<file path="config.mk">
export PLATFORM = sky130hd
export DESIGN_NAME = wrms_ctrl
export DESIGN_NICKNAME = d
export VERILOG_FILES = /design/src/rtl/wrms_pkg.sv /design/src/rtl/wrms_ctrl.sv
export SDC_FILE = /design/constraint.sdc
export NUM_CORES = 1
export LEC_CHECK = 0
export ABC_AREA = 1
export BUFFER_PORTS_ARGS = -buffer_cell sky130_fd_sc_hd__buf_2
export CAP_MARGIN = 0
export CORE_AREA = 2 2 39 41
export CTS_CLUSTER_DIAMETER = 40
export DETAILED_ROUTE_END_ITERATION = 7
export DIE_AREA = 0 0 41 43
export PLACE_DENSITY = 0.68
export SYNTH_ARGS = -nofsm -noshare
export SYNTH_HDL_FRONTEND = slang
export SYNTH_SLANG_ARGS = --single-unit
</file>
<file path="constraint.sdc">
create_clock -name clk -period 1.35 [get_ports clk]
set_clock_uncertainty 0.2 [all_clocks]
set_input_delay 0.3375 -clock clk [delete_from_list [all_inputs] [get_ports clk]]
set_output_delay 0.3375 -clock clk [all_outputs]
set_load 0.005 [all_outputs]
</file>
<file path="src/rtl/wrms_pkg.sv">
// Package for the weighted RMS error norm block.
// Holds shared widths, reset values, register indexes and the controller/datapath command types.
`timescale 1ns / 1ps
package wrms_pkg;
	localparam int unsigned DataW = 32;
	localparam int unsigned MaxElements = 65536;
	localparam logic [31:0] AbsTolReset = 32'd4295;
	localparam logic [31:0] RelTolReset = 32'd4295;
	localparam logic [0:0] RegAbsTol = 1'b0;
	localparam logic [0:0] RegRelTol = 1'b1;
	localparam logic [31:0] OneQ16 = 32'h0001_0000;

	// Commands from the controller to the datapath.
	typedef struct packed {
		logic load;      // Capture an input beat and form the two parts of the scale.
		logic div_init;  // Start the ratio division.
		logic div_step;  // One restoring division step.
		logic accum;     // Add the squared ratio into the sum.
		logic mean_init; // Start the mean division.
		logic mean_step; // One mean division step.
		logic sqrt_init; // Start the square root.
		logic sqrt_step; // One square root step.
		logic emit;      // Load the output register and clear the state.
	} wrms_cmd_t;

	// Status from the datapath to the controller.
	typedef struct packed {
		logic last;
		logic step_done;
	} wrms_sts_t;
endpackage

</file>
<file path="src/rtl/wrms_ctrl.sv">
// Controller of the weighted RMS error norm block: sequences load, divide, accumulate, mean, root.
// Depends on wrms_pkg for command and status types.
`timescale 1ns / 1ps
module wrms_ctrl (
	input  logic                clk,
	input  logic                arst_n,
	input  logic                in_valid,
	output logic                in_ready,
	output logic                out_valid,
	input  logic                out_ready,
	input  wrms_pkg::wrms_sts_t sts,
	output wrms_pkg::wrms_cmd_t cmd
);
	localparam logic [3:0] StIdle = 4'd0, StScale = 4'd1, StDiv = 4'd2, StSq = 4'd3,
		StAcc = 4'd4, StMean = 4'd5, StMeanRun = 4'd6, StSqrtInit = 4'd7,
		StSqrt = 4'd8, StEmit = 4'd9, StProd = 4'd10, StLast = 4'd11;

	logic [3:0] state_q;
	logic       out_valid_q;

	assign out_valid = out_valid_q;
	assign in_ready = (state_q == StIdle);

	always_comb begin
		cmd = '0;
		case (state_q)
			StIdle:     cmd.load = in_valid;
			StProd:     cmd.div_init = 1'b1;
			StDiv:      cmd.div_step = !sts.step_done;
			StAcc:      cmd.accum = 1'b1;
			StMean:     cmd.mean_init = 1'b1;
			StMeanRun:  cmd.mean_step = 1'b1;
			StSqrtInit: cmd.sqrt_init = 1'b1;
			StSqrt:     cmd.sqrt_step = 1'b1;
			StEmit:     cmd.emit = !out_valid_q || out_ready;
			default:    cmd = '0;
		endcase
	end

	always_ff @(posedge clk or negedge arst_n) begin
		if (!arst_n) begin
			state_q <= StIdle;
			out_valid_q <= 1'b0;
		end else begin
			// A new result replaces the one taken in the same cycle.
			if (cmd.emit) out_valid_q <= 1'b1;
			else if (out_ready) out_valid_q <= 1'b0;
			case (state_q)
				StIdle:     if (in_valid) state_q <= StScale;
				StScale:    state_q <= StProd;
				StProd:     state_q <= StDiv;
				StDiv:      if (sts.step_done) state_q <= StSq;
				StSq:       state_q <= StAcc;
				StAcc:      state_q <= sts.last ? StMean : StIdle;
				StMean:     state_q <= StMeanRun;
				StMeanRun:  if (sts.step_done) state_q <= StLast;
				StLast:     state_q <= StSqrtInit;
				StSqrtInit: state_q <= StSqrt;
				StSqrt:     if (sts.step_done) state_q <= StEmit;
				StEmit:     if (cmd.emit) state_q <= StIdle;
				default:    state_q <= StIdle;
			endcase
		end
	end
endmodule

</file>
## Word-level counts from Yosys, hierarchy flattened

Cells that the tools add are included.

| word-level totals | value |
|---|---|
| flip-flop bits (word level) | 5 |
| input bits | 6 |
| word-level logic and storage cells | 42 |

| cells by class | value |
|---|---|
| equality and inequality tests | 16 |
| mux-type cells | 18 |
| reduce and logical (&&, ||, !) cells | 6 |

Operator list:

| kind | number |
|---|---|
| $pmux 4 s12 | 1 |
| $mux 4 | 5 |
| $eq 4x3->1 const B | 4 |
| $eq 4x4->1 const B | 4 |
| $mux 1 | 11 |
| $ne 2x2->1 const B | 5 |
| $eq 4x2->1 const B | 2 |
| $reduce_and 5->1 | 1 |
| $eq 4x1->1 const B | 1 |
| $logic_not 4->1 | 1 |
| $mux 3 | 1 |
| $logic_not 1->1 | 2 |
| $reduce_bool 2->1 | 1 |
| $logic_or 1x1->1 | 1 |

## Logic depth before layout (Yosys ltp)

Gate-level depths: netlist (run 1).

| depth | value |
|---|---|
| word-level depth | 5 |
| depth in mapped cells | 8 |
| depth with buffers taken out | 8 |

## Least setup slack after synthesis (run 1)

OpenSTA, ideal clock, no wires.

| timing path | value |
|---|---|
| path kind | flip-flop to output port |
| from | register state_q[0] |
| to | output port cmd[8] (netlist name) |
| arrival | 0.906 ns |
| setup slack | -0.094 ns |
| cell stages (with the launch flop) | 4 |
| cell sequence | dfrtp_1 -> nor2_2 -> inv_1 -> nor3_1 |

RTL lines:

| what | line | RTL |
|---|---|---|
| from (decl) | wrms_ctrl.sv:18 | `logic [3:0] state_q;` |
| from (signal assigned) | wrms_ctrl.sv:42 | `state_q <= StIdle;` |
| from (signal assigned) | wrms_ctrl.sv:49 | `StIdle: if (in_valid) state_q <= StScale;` |
| from (signal assigned) | wrms_ctrl.sv:50 | `StScale: state_q <= StProd;` |
| to (decl) | wrms_ctrl.sv:12 | `output wrms_pkg::wrms_cmd_t cmd` |

==> results of run 1 <==
==> Yosys cell counts <==
cell | instances | area share (%)
a21oi_2 | 1 | 2.0
inv_2 | 3 | 2.6
o21ai_0 | 1 | 1.2
nand2_1 | 15 | 13
nor3_1 | 1 | 1.2
nand4_1 | 2 | 2.9
a21oi_1 | 1 | 1.2
nor2_2 | 4 | 5.8
nor2_1 | 14 | 12
dfrtp_1 | 5 | 29
nor2_4 | 1 | 2.6
nand2_2 | 2 | 2.9
inv_1 | 13 | 11
nand3_1 | 8 | 9.4
o2111ai_1 | 1 | 2.0
==> layer usage <==
layer | wire, um | GRT usage [%]
met5 | 0 | 0
met4 | 0 | 2.00
met3 | 56 | 7.85
met2 | 854 | 32.2
met1 | 604 | 19.8
==> what timing repair did <==
action                     4_1_cts  5_1_grt
resized for setup               17       23
buffers inserted                 7        2
pin swaps                       10       12
setup endpoints to repair       12       14
hold endpoints to repair         5        0
gates cloned                     0        0
hold buffers                     1        0
==> sequential cells by signal (all words and copies together) (netlist names) <==
| signal | flops |
|---|---|
| state_q | 4 |
| out_valid | 1 |
==> how the worst max path moves through the flow <==
stage / endpoint / startpoint / slack (ps) / depth (start not counted)
2_1_floorplan: cmd[0] / state_q[1] / -10 / 5
3_3_place_gp: cmd[0] / state_q[1] / -120 / 6
3_5_place_dp: cmd[0] / state_q[1] / -180 / 6
4_1_cts: cmd[6] / state_q[1] / -380 / 6
5_1_grt: cmd[8] / state_q[1] / -480 / 5
6_report: cmd[8] / state_q[1] / -400 / 5
==> critical path, cell delays in order, from the launching register on <==
cell and delay (ps):
dfrtp_2 430, buf_12 140, nor2_4 80, inv_2 60
nor3_2 130, buf_2 120
==> kinds of logic after synthesis <==
kind of cell | Yosys count | synth area share (%)
AND/OR/NAND/NOR | 47 | 50.3
flip-flops | 5 | 29.2
AO/OA/AOI/OAI | 4 | 6.43
buffers and inverters | 16 | 14.0
==> stage by stage <==
step	worst slack [ps]	util [%]	power, W	instance area (sq um)
after floorplan	-10.6	-	0.000842	444
after global placement	-120	45.3	0.00120	627
after detailed placement	-177	45.3	0.00121	627
after CTS	-379	55.7	0.00166	771
after global routing	-479	62.6	0.00203	866
final	-403	62.6	0.00189	866
==> final cells by class <==
class                      instances  area (sq um)  area share [%]
multi-input combinational         51           343            39.6
timing repair buffer              36           284            32.8
sequential                         5           130            15.0
inverter                          16          62.6            7.23
clock buffer                       4          26.3            3.03
tap                               16          20.0            2.31
==> power by group through the flow <==
stage,Combinational [W],Clock [W],Sequential [W]
after floorplan,0.000527,0,0.000315
after global placement,0.000878,0,0.000321
after detailed placement,0.000888,0,0.000327
after CTS,0.00113,0.000179,0.000347
after global routing,0.00147,0.000190,0.000366
final,0.00135,0.000180,0.000356
==> impl_metrics.tcl, run 1 <==
set metrics [dict create \
    die_x_um 41 \
    p_leak_nw 0.470 \
    cp_max_fo 4 \
    layout_commonest_cell "buf_2" \
    setup_viol 14 \
    critical_path_class "register to primary output" \
    globalplace.congestion 0.830 \
    antenna_cells 0 \
    timing.hold.ws_ps 111 \
    path_clk_slew_ps 50 \
    required_ps 810 \
    drt-total-wl_mm 1.51 \
    cp-end-kind "primary output" \
    synthesis.area_sq_um 428 \
    synth_nets 78 \
    drtIter0Drc 7 \
    fin_crit_sh_pct 130 \
    hold_class "input port to register" \
    holdPathEnd "out_valid" \
    p_switching_w 0.000876 \
    slew_headroom_pct 85.2 \
    cp.arrival_ps 1220 \
    avgRoutedWirePerCell_um 11.8 \
    start_util_pct 30.9 \
    p_seq_share_pct 18.9 \
    ios 17 \
    vdd_drop_max_uv 929 \
    die-area_sq_um 1760 \
    worstMarginPinSlew_ps 223 \
    first_pass_iters 4 \
    htreeDepth 1 \
    hold_viol 0 \
    cts_tree "done" \
    pwr-share-clk_pct 9.5 \
    cts.path.max_buffers 2 \
    vias 599 \
    cts_made_buffers 3 \
    r2r_slack_ps -160 \
    drc 0 \
    core_area_sq_um 1380 \
    area_growth_syn_to_layout_pct 102 \
    hold_depth 2 \
    pwr_density_cell_nw_per_um2 2180 \
    violations "negative setup slack" \
    worst_r2r_endpoint "state_q[3]" \
    finalWorstSetupSlack_ps -403 \
    fill_cells 123 \
    grt_first_pass_wirelength_mm 2.15 \
    drv_slew 0 \
    syn-mean-instance-area_sq_um 5.94 \
    hpwlAfterDp_um 969 \
    numPortBuffers 16 \
    min_period_ps 1750 \
    die_h_um 43 \
    cap_violations 0 \
    tns_ps -3880 \
    ys_warn_count 0 \
    grt_max_degree 7 \
    placedCellCount 115 \
    drive_above_1_share_pct 68.8 \
    cts_root_buffer "clkbuf_4" \
    swShare_pct 46.5 \
    postSynthCellCount 72 \
    ys_seq_elements 5 \
    comb_power_share_pct 71.6 \
    antenna_found_initial 0 \
    gr-usage-all-layers_pct 18.3 \
    grt_pass1_vias 557 \
    vias_per_cell 4.68 \
    power.internal_w 0.00101 \
    grt-ovfl-total 0 \
    reg2regPathDepth 10 \
    rsz0062_at_grt "yes" \
    rr_startpoint "state_q[1]" \
    yosys.cell_types.count 15 \
    clkLatencyLatePin_ps 250 \
    hp-start "out_ready" \
    max_freq_mhz 570 \
    yosysSeqAreaShare_pct 29.2 \
    status "complete, but fails checks" \
    ant_nets 0 \
    final_cell_mix "buf_2 (14), buf_4 (11), nor2_1 (9), buf_6 (9), inv_2 (8)" \
    layoutNonFillerInstCount 128 \
    fin_nets 119 \
    row_count 14 \
    cp-start-kind "register" \
    clock_sinks 5 \
]
Note: power is estimated with default switching activity, not from simulation.
==> run 2, diff against run 1 <==
--- a/config.mk
+++ b/config.mk
@@ -13,6 +13,8 @@
 export DETAILED_ROUTE_END_ITERATION = 7
 export DIE_AREA = 0 0 41 43
 export PLACE_DENSITY = 0.68
+export SETUP_SLACK_MARGIN = 0.1
 export SYNTH_ARGS = -nofsm -noshare
 export SYNTH_HDL_FRONTEND = slang
 export SYNTH_SLANG_ARGS = --single-unit
+export TNS_END_PERCENT = 10
==> run 2 against run 1 <==
  * The flow still finishes with violations (negative setup slack)
  * Final area decreased by 10%
  * Clock power decreased by 4%
  * Via count decreased by 3.2%
  * Utilization decreased by 6.5 points
  * Sequential share of layout area increased by 1.6 points
  * Fmax increased by 0.62%
  * Critical path type unchanged
  * Critical endpoint is now cmd[6]
  * Highest routed layer unchanged
==> impl_metrics.tcl, run 2 (synthesis results as in run 1) <==
set metrics [dict create \
    gr-usage-all-layers_pct 18.1 \
    required_ps 810 \
    min_period_ps 1740 \
    die-area_sq_um 1760 \
    cts_tree "done" \
    final_cell_mix "buf_4 (21), buf_2 (16), nor2_1 (12), inv_1 (10), nand2_1 (10)" \
    largest-register "state_q" \
    cp-start-kind "register" \
    row_count 14 \
    fin_crit_sh_pct 129 \
    ios 17 \
    pwr_density_cell_nw_per_um2 2110 \
    hold_viol 0 \
    ant_nets 0 \
    p_seq_share_pct 20.6 \
    setup_viol 14 \
    core_area_sq_um 1380 \
    die_x_um 41 \
    critPathCapture "cmd[6]" \
    grt_first_pass_wirelength_mm 2.13 \
    drc 0 \
    critical_path_class "register to primary output" \
    power.internal_w 0.000902 \
    drive_above_1_share_pct 58.3 \
    rr_startpoint "state_q[2]" \
    cts_made_buffers 3 \
    start_util_pct 30.9 \
    first_pass_iters 4 \
    antenna_found_initial 0 \
    grtUsageMet3_pct 7.85 \
    grt-ovfl-total 0 \
    htreeDepth 1 \
    clock_sinks 5 \
    max_freq_mhz 574 \
    p_switching_w 0.000735 \
    globalplace.congestion 0.806 \
    die_h_um 43 \
    critPathLaunch "state_q[1]" \
    p_leak_nw 0.453 \
    gr-usage-met2_pct 29.1 \
    drtIter0Drc 5 \
    violations "negative setup slack" \
    hp-start "out_ready" \
    gr-usage-met1_pct 20.5 \
    path_clk_slew_ps 40 \
    tns_ps -3910 \
    cp.arrival_ps 1200 \
    comb_power_share_pct 68.9 \
    slew_headroom_pct 85.2 \
    hpwlAfterDp_um 970 \
    avgRoutedWirePerCell_um 10.5 \
    vias_per_cell 4.43 \
    largest_reg_flops 4 \
    layout_commonest_cell "buf_4" \
    cp_max_fo 4 \
    numPortBuffers 16 \
    hold_class "input port to register" \
    status "complete, but fails checks" \
    vias 580 \
    swShare_pct 44.9 \
    top_usage_layer "met2" \
    worstMarginPinSlew_ps 221 \
    fin_nets 122 \
    grt_max_degree 7 \
    clkLatencyLatePin_ps 240 \
    drt-total-wl_mm 1.38 \
    drv_slew 0 \
    rsz0062_at_grt "yes" \
    final_core_util_pct 56.1 \
    vdd_drop_max_uv 937 \
    worst_r2r_endpoint "state_q[0]" \
    grt_pass1_vias 566 \
    finalWorstSetupSlack_ps -392 \
    r2r_slack_ps -150 \
    cts.path.max_buffers 2 \
    cp-end-kind "primary output" \
    area_growth_syn_to_layout_pct 81.3 \
    cts_root_buffer "clkbuf_4" \
    pwr-share-clk_pct 10.5 \
    cap_violations 0 \
    reg2regPathDepth 8 \
    antenna_cells 0 \
]
## run 2: power groups by stage
stage / Sequential, W / Combinational, W / Clock [W]
2_1_floorplan: 0.000313 / 0.000523 / 0
3_3_place_gp: 0.000318 / 0.000923 / 0
3_5_place_dp: 0.000321 / 0.000926 / 0
4_1_cts: 0.000318 / 0.00106 / 0.000178
5_1_grt: 0.000348 / 0.00124 / 0.000201
6_report: 0.000337 / 0.00113 / 0.000172
## run 2: worst min-delay path by stage
stage / endpoint / slack (ps) / cells after the start
2_1_floorplan: out_valid / -160 / 0
3_3_place_gp: state_q[3] / -40 / 1
3_5_place_dp: state_q[3] / -40 / 1
4_1_cts: out_valid / 110 / 2
5_1_grt: out_valid / 110 / 2
6_report: out_valid / 100 / 2
## run 2: layer usage
metal	part of all wire (%)	wire (um)
met5	0	0
met1	43	594
met2	55	758
met4	0	0
met3	1.8	25
## run 2: final cells by class
class	instances	area, sq um
Tap cell	16	20.0
Multi-Input combinational cell	51	282
Sequential cell	5	129
Inverter	16	60.1
Timing Repair Buffer	39	259
Fill cell	135	608
Clock buffer	4	26.3
## run 2: stage by stage
stage	power, W	hold WS (ps)	setup slack, ps	area, sq um	cells
3_5_place_dp	0.00125	-44.8	-149	647	118
3_3_place_gp	0.00124	-44.9	-128	647	118
6_report	0.00164	105	-392	776	131
5_1_grt	0.00179	110	-497	776	131
2_1_floorplan	0.000836	-158	-21.6	442	72
4_1_cts	0.00156	107	-391	748	130
## run 2: worst max-delay path, stage by stage, from the launching register on
cell     delay [ps]
dfrtp_2         410
inv_2            50
buf_4           130
nor2_4          110
nand3_1         100
inv_1            60
buf_2           100
## run 2: timing repair
action                                  in CTS  in global routing
gates cloned                                 0                  0
hold buffers                                 1                  0
pin swaps                                    4                  3
hold endpoints to repair                     5                  0
resized for setup                            4                  9
setup buffers                                7                  1
endpoints found under the setup margin      15                 15
==> run 3, diff against run 2 <==
--- a/config.mk
+++ b/config.mk
@@ -13,6 +13,7 @@
 export DETAILED_ROUTE_END_ITERATION = 7
 export DIE_AREA = 0 0 41 43
 export PLACE_DENSITY = 0.68
+export REMOVE_ABC_BUFFERS = 1
 export SETUP_SLACK_MARGIN = 0.1
 export SYNTH_ARGS = -nofsm -noshare
 export SYNTH_HDL_FRONTEND = slang
==> run 3 against run 2 <==
  * The run still ends with negative setup slack left
  * Worst setup slack improved by 8.7 ps
  * Flip-flop and latch count unchanged
  * Fmax up 0.50%
  * Final area grew 3.2%
  * Die area stayed put
==> impl_metrics.tcl, run 3 (synthesis results as in run 1) <==
set metrics [dict create \
    drt-total-wl_mm 1.30 \
    slew_headroom_pct 85.5 \
    p_leak_nw 0.460 \
    layout_commonest_cell "buf_4" \
    cp_slowest_stage_delay_ps 420 \
    final_core_util_pct 57.9 \
    cts_tree "done" \
    grt-ovfl-total 0 \
    row_count 14 \
    ant_nets 0 \
    status "complete, but fails checks" \
    path_clk_slew_ps 40 \
    cp_slowest_cell "dfrtp_1" \
    largest_reg_flops 4 \
    hold_viol 0 \
    hpwlAfterDp_um 951 \
    final_cell_mix "buf_4 (18), buf_2 (16), inv_1 (10), nor2_1 (10), nand2_1 (9)" \
    avgRoutedWirePerCell_um 10.0 \
    drtIter0Drc 13 \
    fin_crit_sh_pct 128 \
    drv_slew 0 \
    core_area_sq_um 1380 \
    die-area_sq_um 1760 \
    clock_sinks 5 \
    worstMarginPinSlew_ps 217 \
    cts_root_buffer "clkbuf_4" \
    min_period_ps 1730 \
    totalPowerFinal_w 0.00169 \
    setup_viol 14 \
    grt_first_pass_wirelength_mm 1.95 \
    finalWorstSetupSlack_ps -384 \
    first_pass_iters 4 \
    area_growth_syn_to_layout_pct 87.1 \
    multi_input_area_sq_um 309 \
    cp-start-kind "register" \
    drive_above_1_share_pct 59.6 \
    required_ps 810 \
    vias 592 \
    tns_ps -3790 \
    seqCellArea_sq_um 126 \
    cts.path.max_buffers 2 \
    critical_path_class "register to primary output" \
    rsz0062_at_grt "yes" \
    pwr_density_cell_nw_per_um2 2110 \
    gr-usage-all-layers_pct 16.2 \
    vias_per_cell 4.55 \
    violations "negative setup slack" \
    drc 0 \
    max_freq_mhz 577 \
    ios 17 \
    numPortBuffers 16 \
    grt_max_degree 7 \
    htreeDepth 1 \
    clkLatencyLatePin_ps 240 \
    die_h_um 43 \
    hold_class "input port to register" \
    die_x_um 41 \
    fill_cells 137 \
    fin_nets 121 \
    cp_max_fo 4 \
    largest-register "state_q" \
    cts_made_buffers 3 \
    cp.arrival_ps 1200 \
    start_util_pct 30.9 \
    worstPathCellList "nor2_2 -> inv_2 -> nor3_1 -> buf_2" \
    antenna_found_initial 0 \
    cap_violations 0 \
    antenna_cells 0 \
    cp-end-kind "primary output" \
    grt_pass1_vias 518 \
    globalplace.congestion 0.860 \
    vdd_drop_max_uv 1130 \
]
[run 3: changes by cell type in the layout (fill, tap and decap cells not counted)]
cell / delta
nor3_1: +1
nand2_4: +1
nor2_4: +2
dfrtp_2: -2
dfrtp_1: +2
buf_6: +2
nand3_1: -2
nand2_1: -1
buf_4: -3
nor3_2: -1
nor2_1: -2
nand3_2: +2
[run 3: repair_timing]
action	4_1_cts	5_1_grt
pin swaps	8	2
setup buffers	4	1
setup endpoints to repair	15	16
hold endpoints to repair	5	0
hold buffers	1	0
gates resized for setup	16	9
[run 3: final timing paths]
path                            slack [ps]  cells after the start    endpoint       start
worst max-delay path                  -380                      4      cmd[8]  state_q[0]
worst min-delay path                   120                      2   out_valid   out_ready
worst max register to register        -160                     10  state_q[3]  state_q[2]
worst min register to register         360                      2   out_valid   out_valid
max in group asynchronous              570                      2  state_q[3]      arst_n
min in group asynchronous              240                      2  state_q[1]      arst_n
[run 3: per-stage QoR]
step,cell area (sq um),std cells,hold slack [ps],worst slack (ps)
global route,801,130,114,-463
floorplan,428,72,-158,-94.0
global placement,648,120,-46.9,-162
CTS,764,129,119,-366
finish,801,130,117,-384
detailed placement,648,120,-44.4,-157
[run 3: power breakdown]
group          total (W)  internal, W  switching (W)
clock network   0.000169     0.000112      0.0000577
registers       0.000314     0.000218      0.0000960
logic            0.00121     0.000593       0.000613
total            0.00169     0.000922       0.000767
[run 3: area by class of cell]
type                            instances  area share, %
Multi-Input combinational cell         51           38.6
Timing Repair Buffer                   38           32.3
Inverter                               16           7.50
Sequential cell                         5           15.8
Clock buffer                            4           3.28
Tap cell                               16           2.50
[run 3: layer usage]
metal  GRT usage (%)  wire [um]  share of wire, %
met1            19.5        533                41
met2            26.9        696                54
met3            6.28         70               5.4
met4            2.00          0                 0
met5               0          0                 0
[run 3: worst max-delay path, delay by kind of cell (launching register included)]
family / cells / cell delay (ps)
AND/OR/NAND/NOR: 2 / 330
flip-flops: 1 / 420
buffers and inverters: 2 / 200
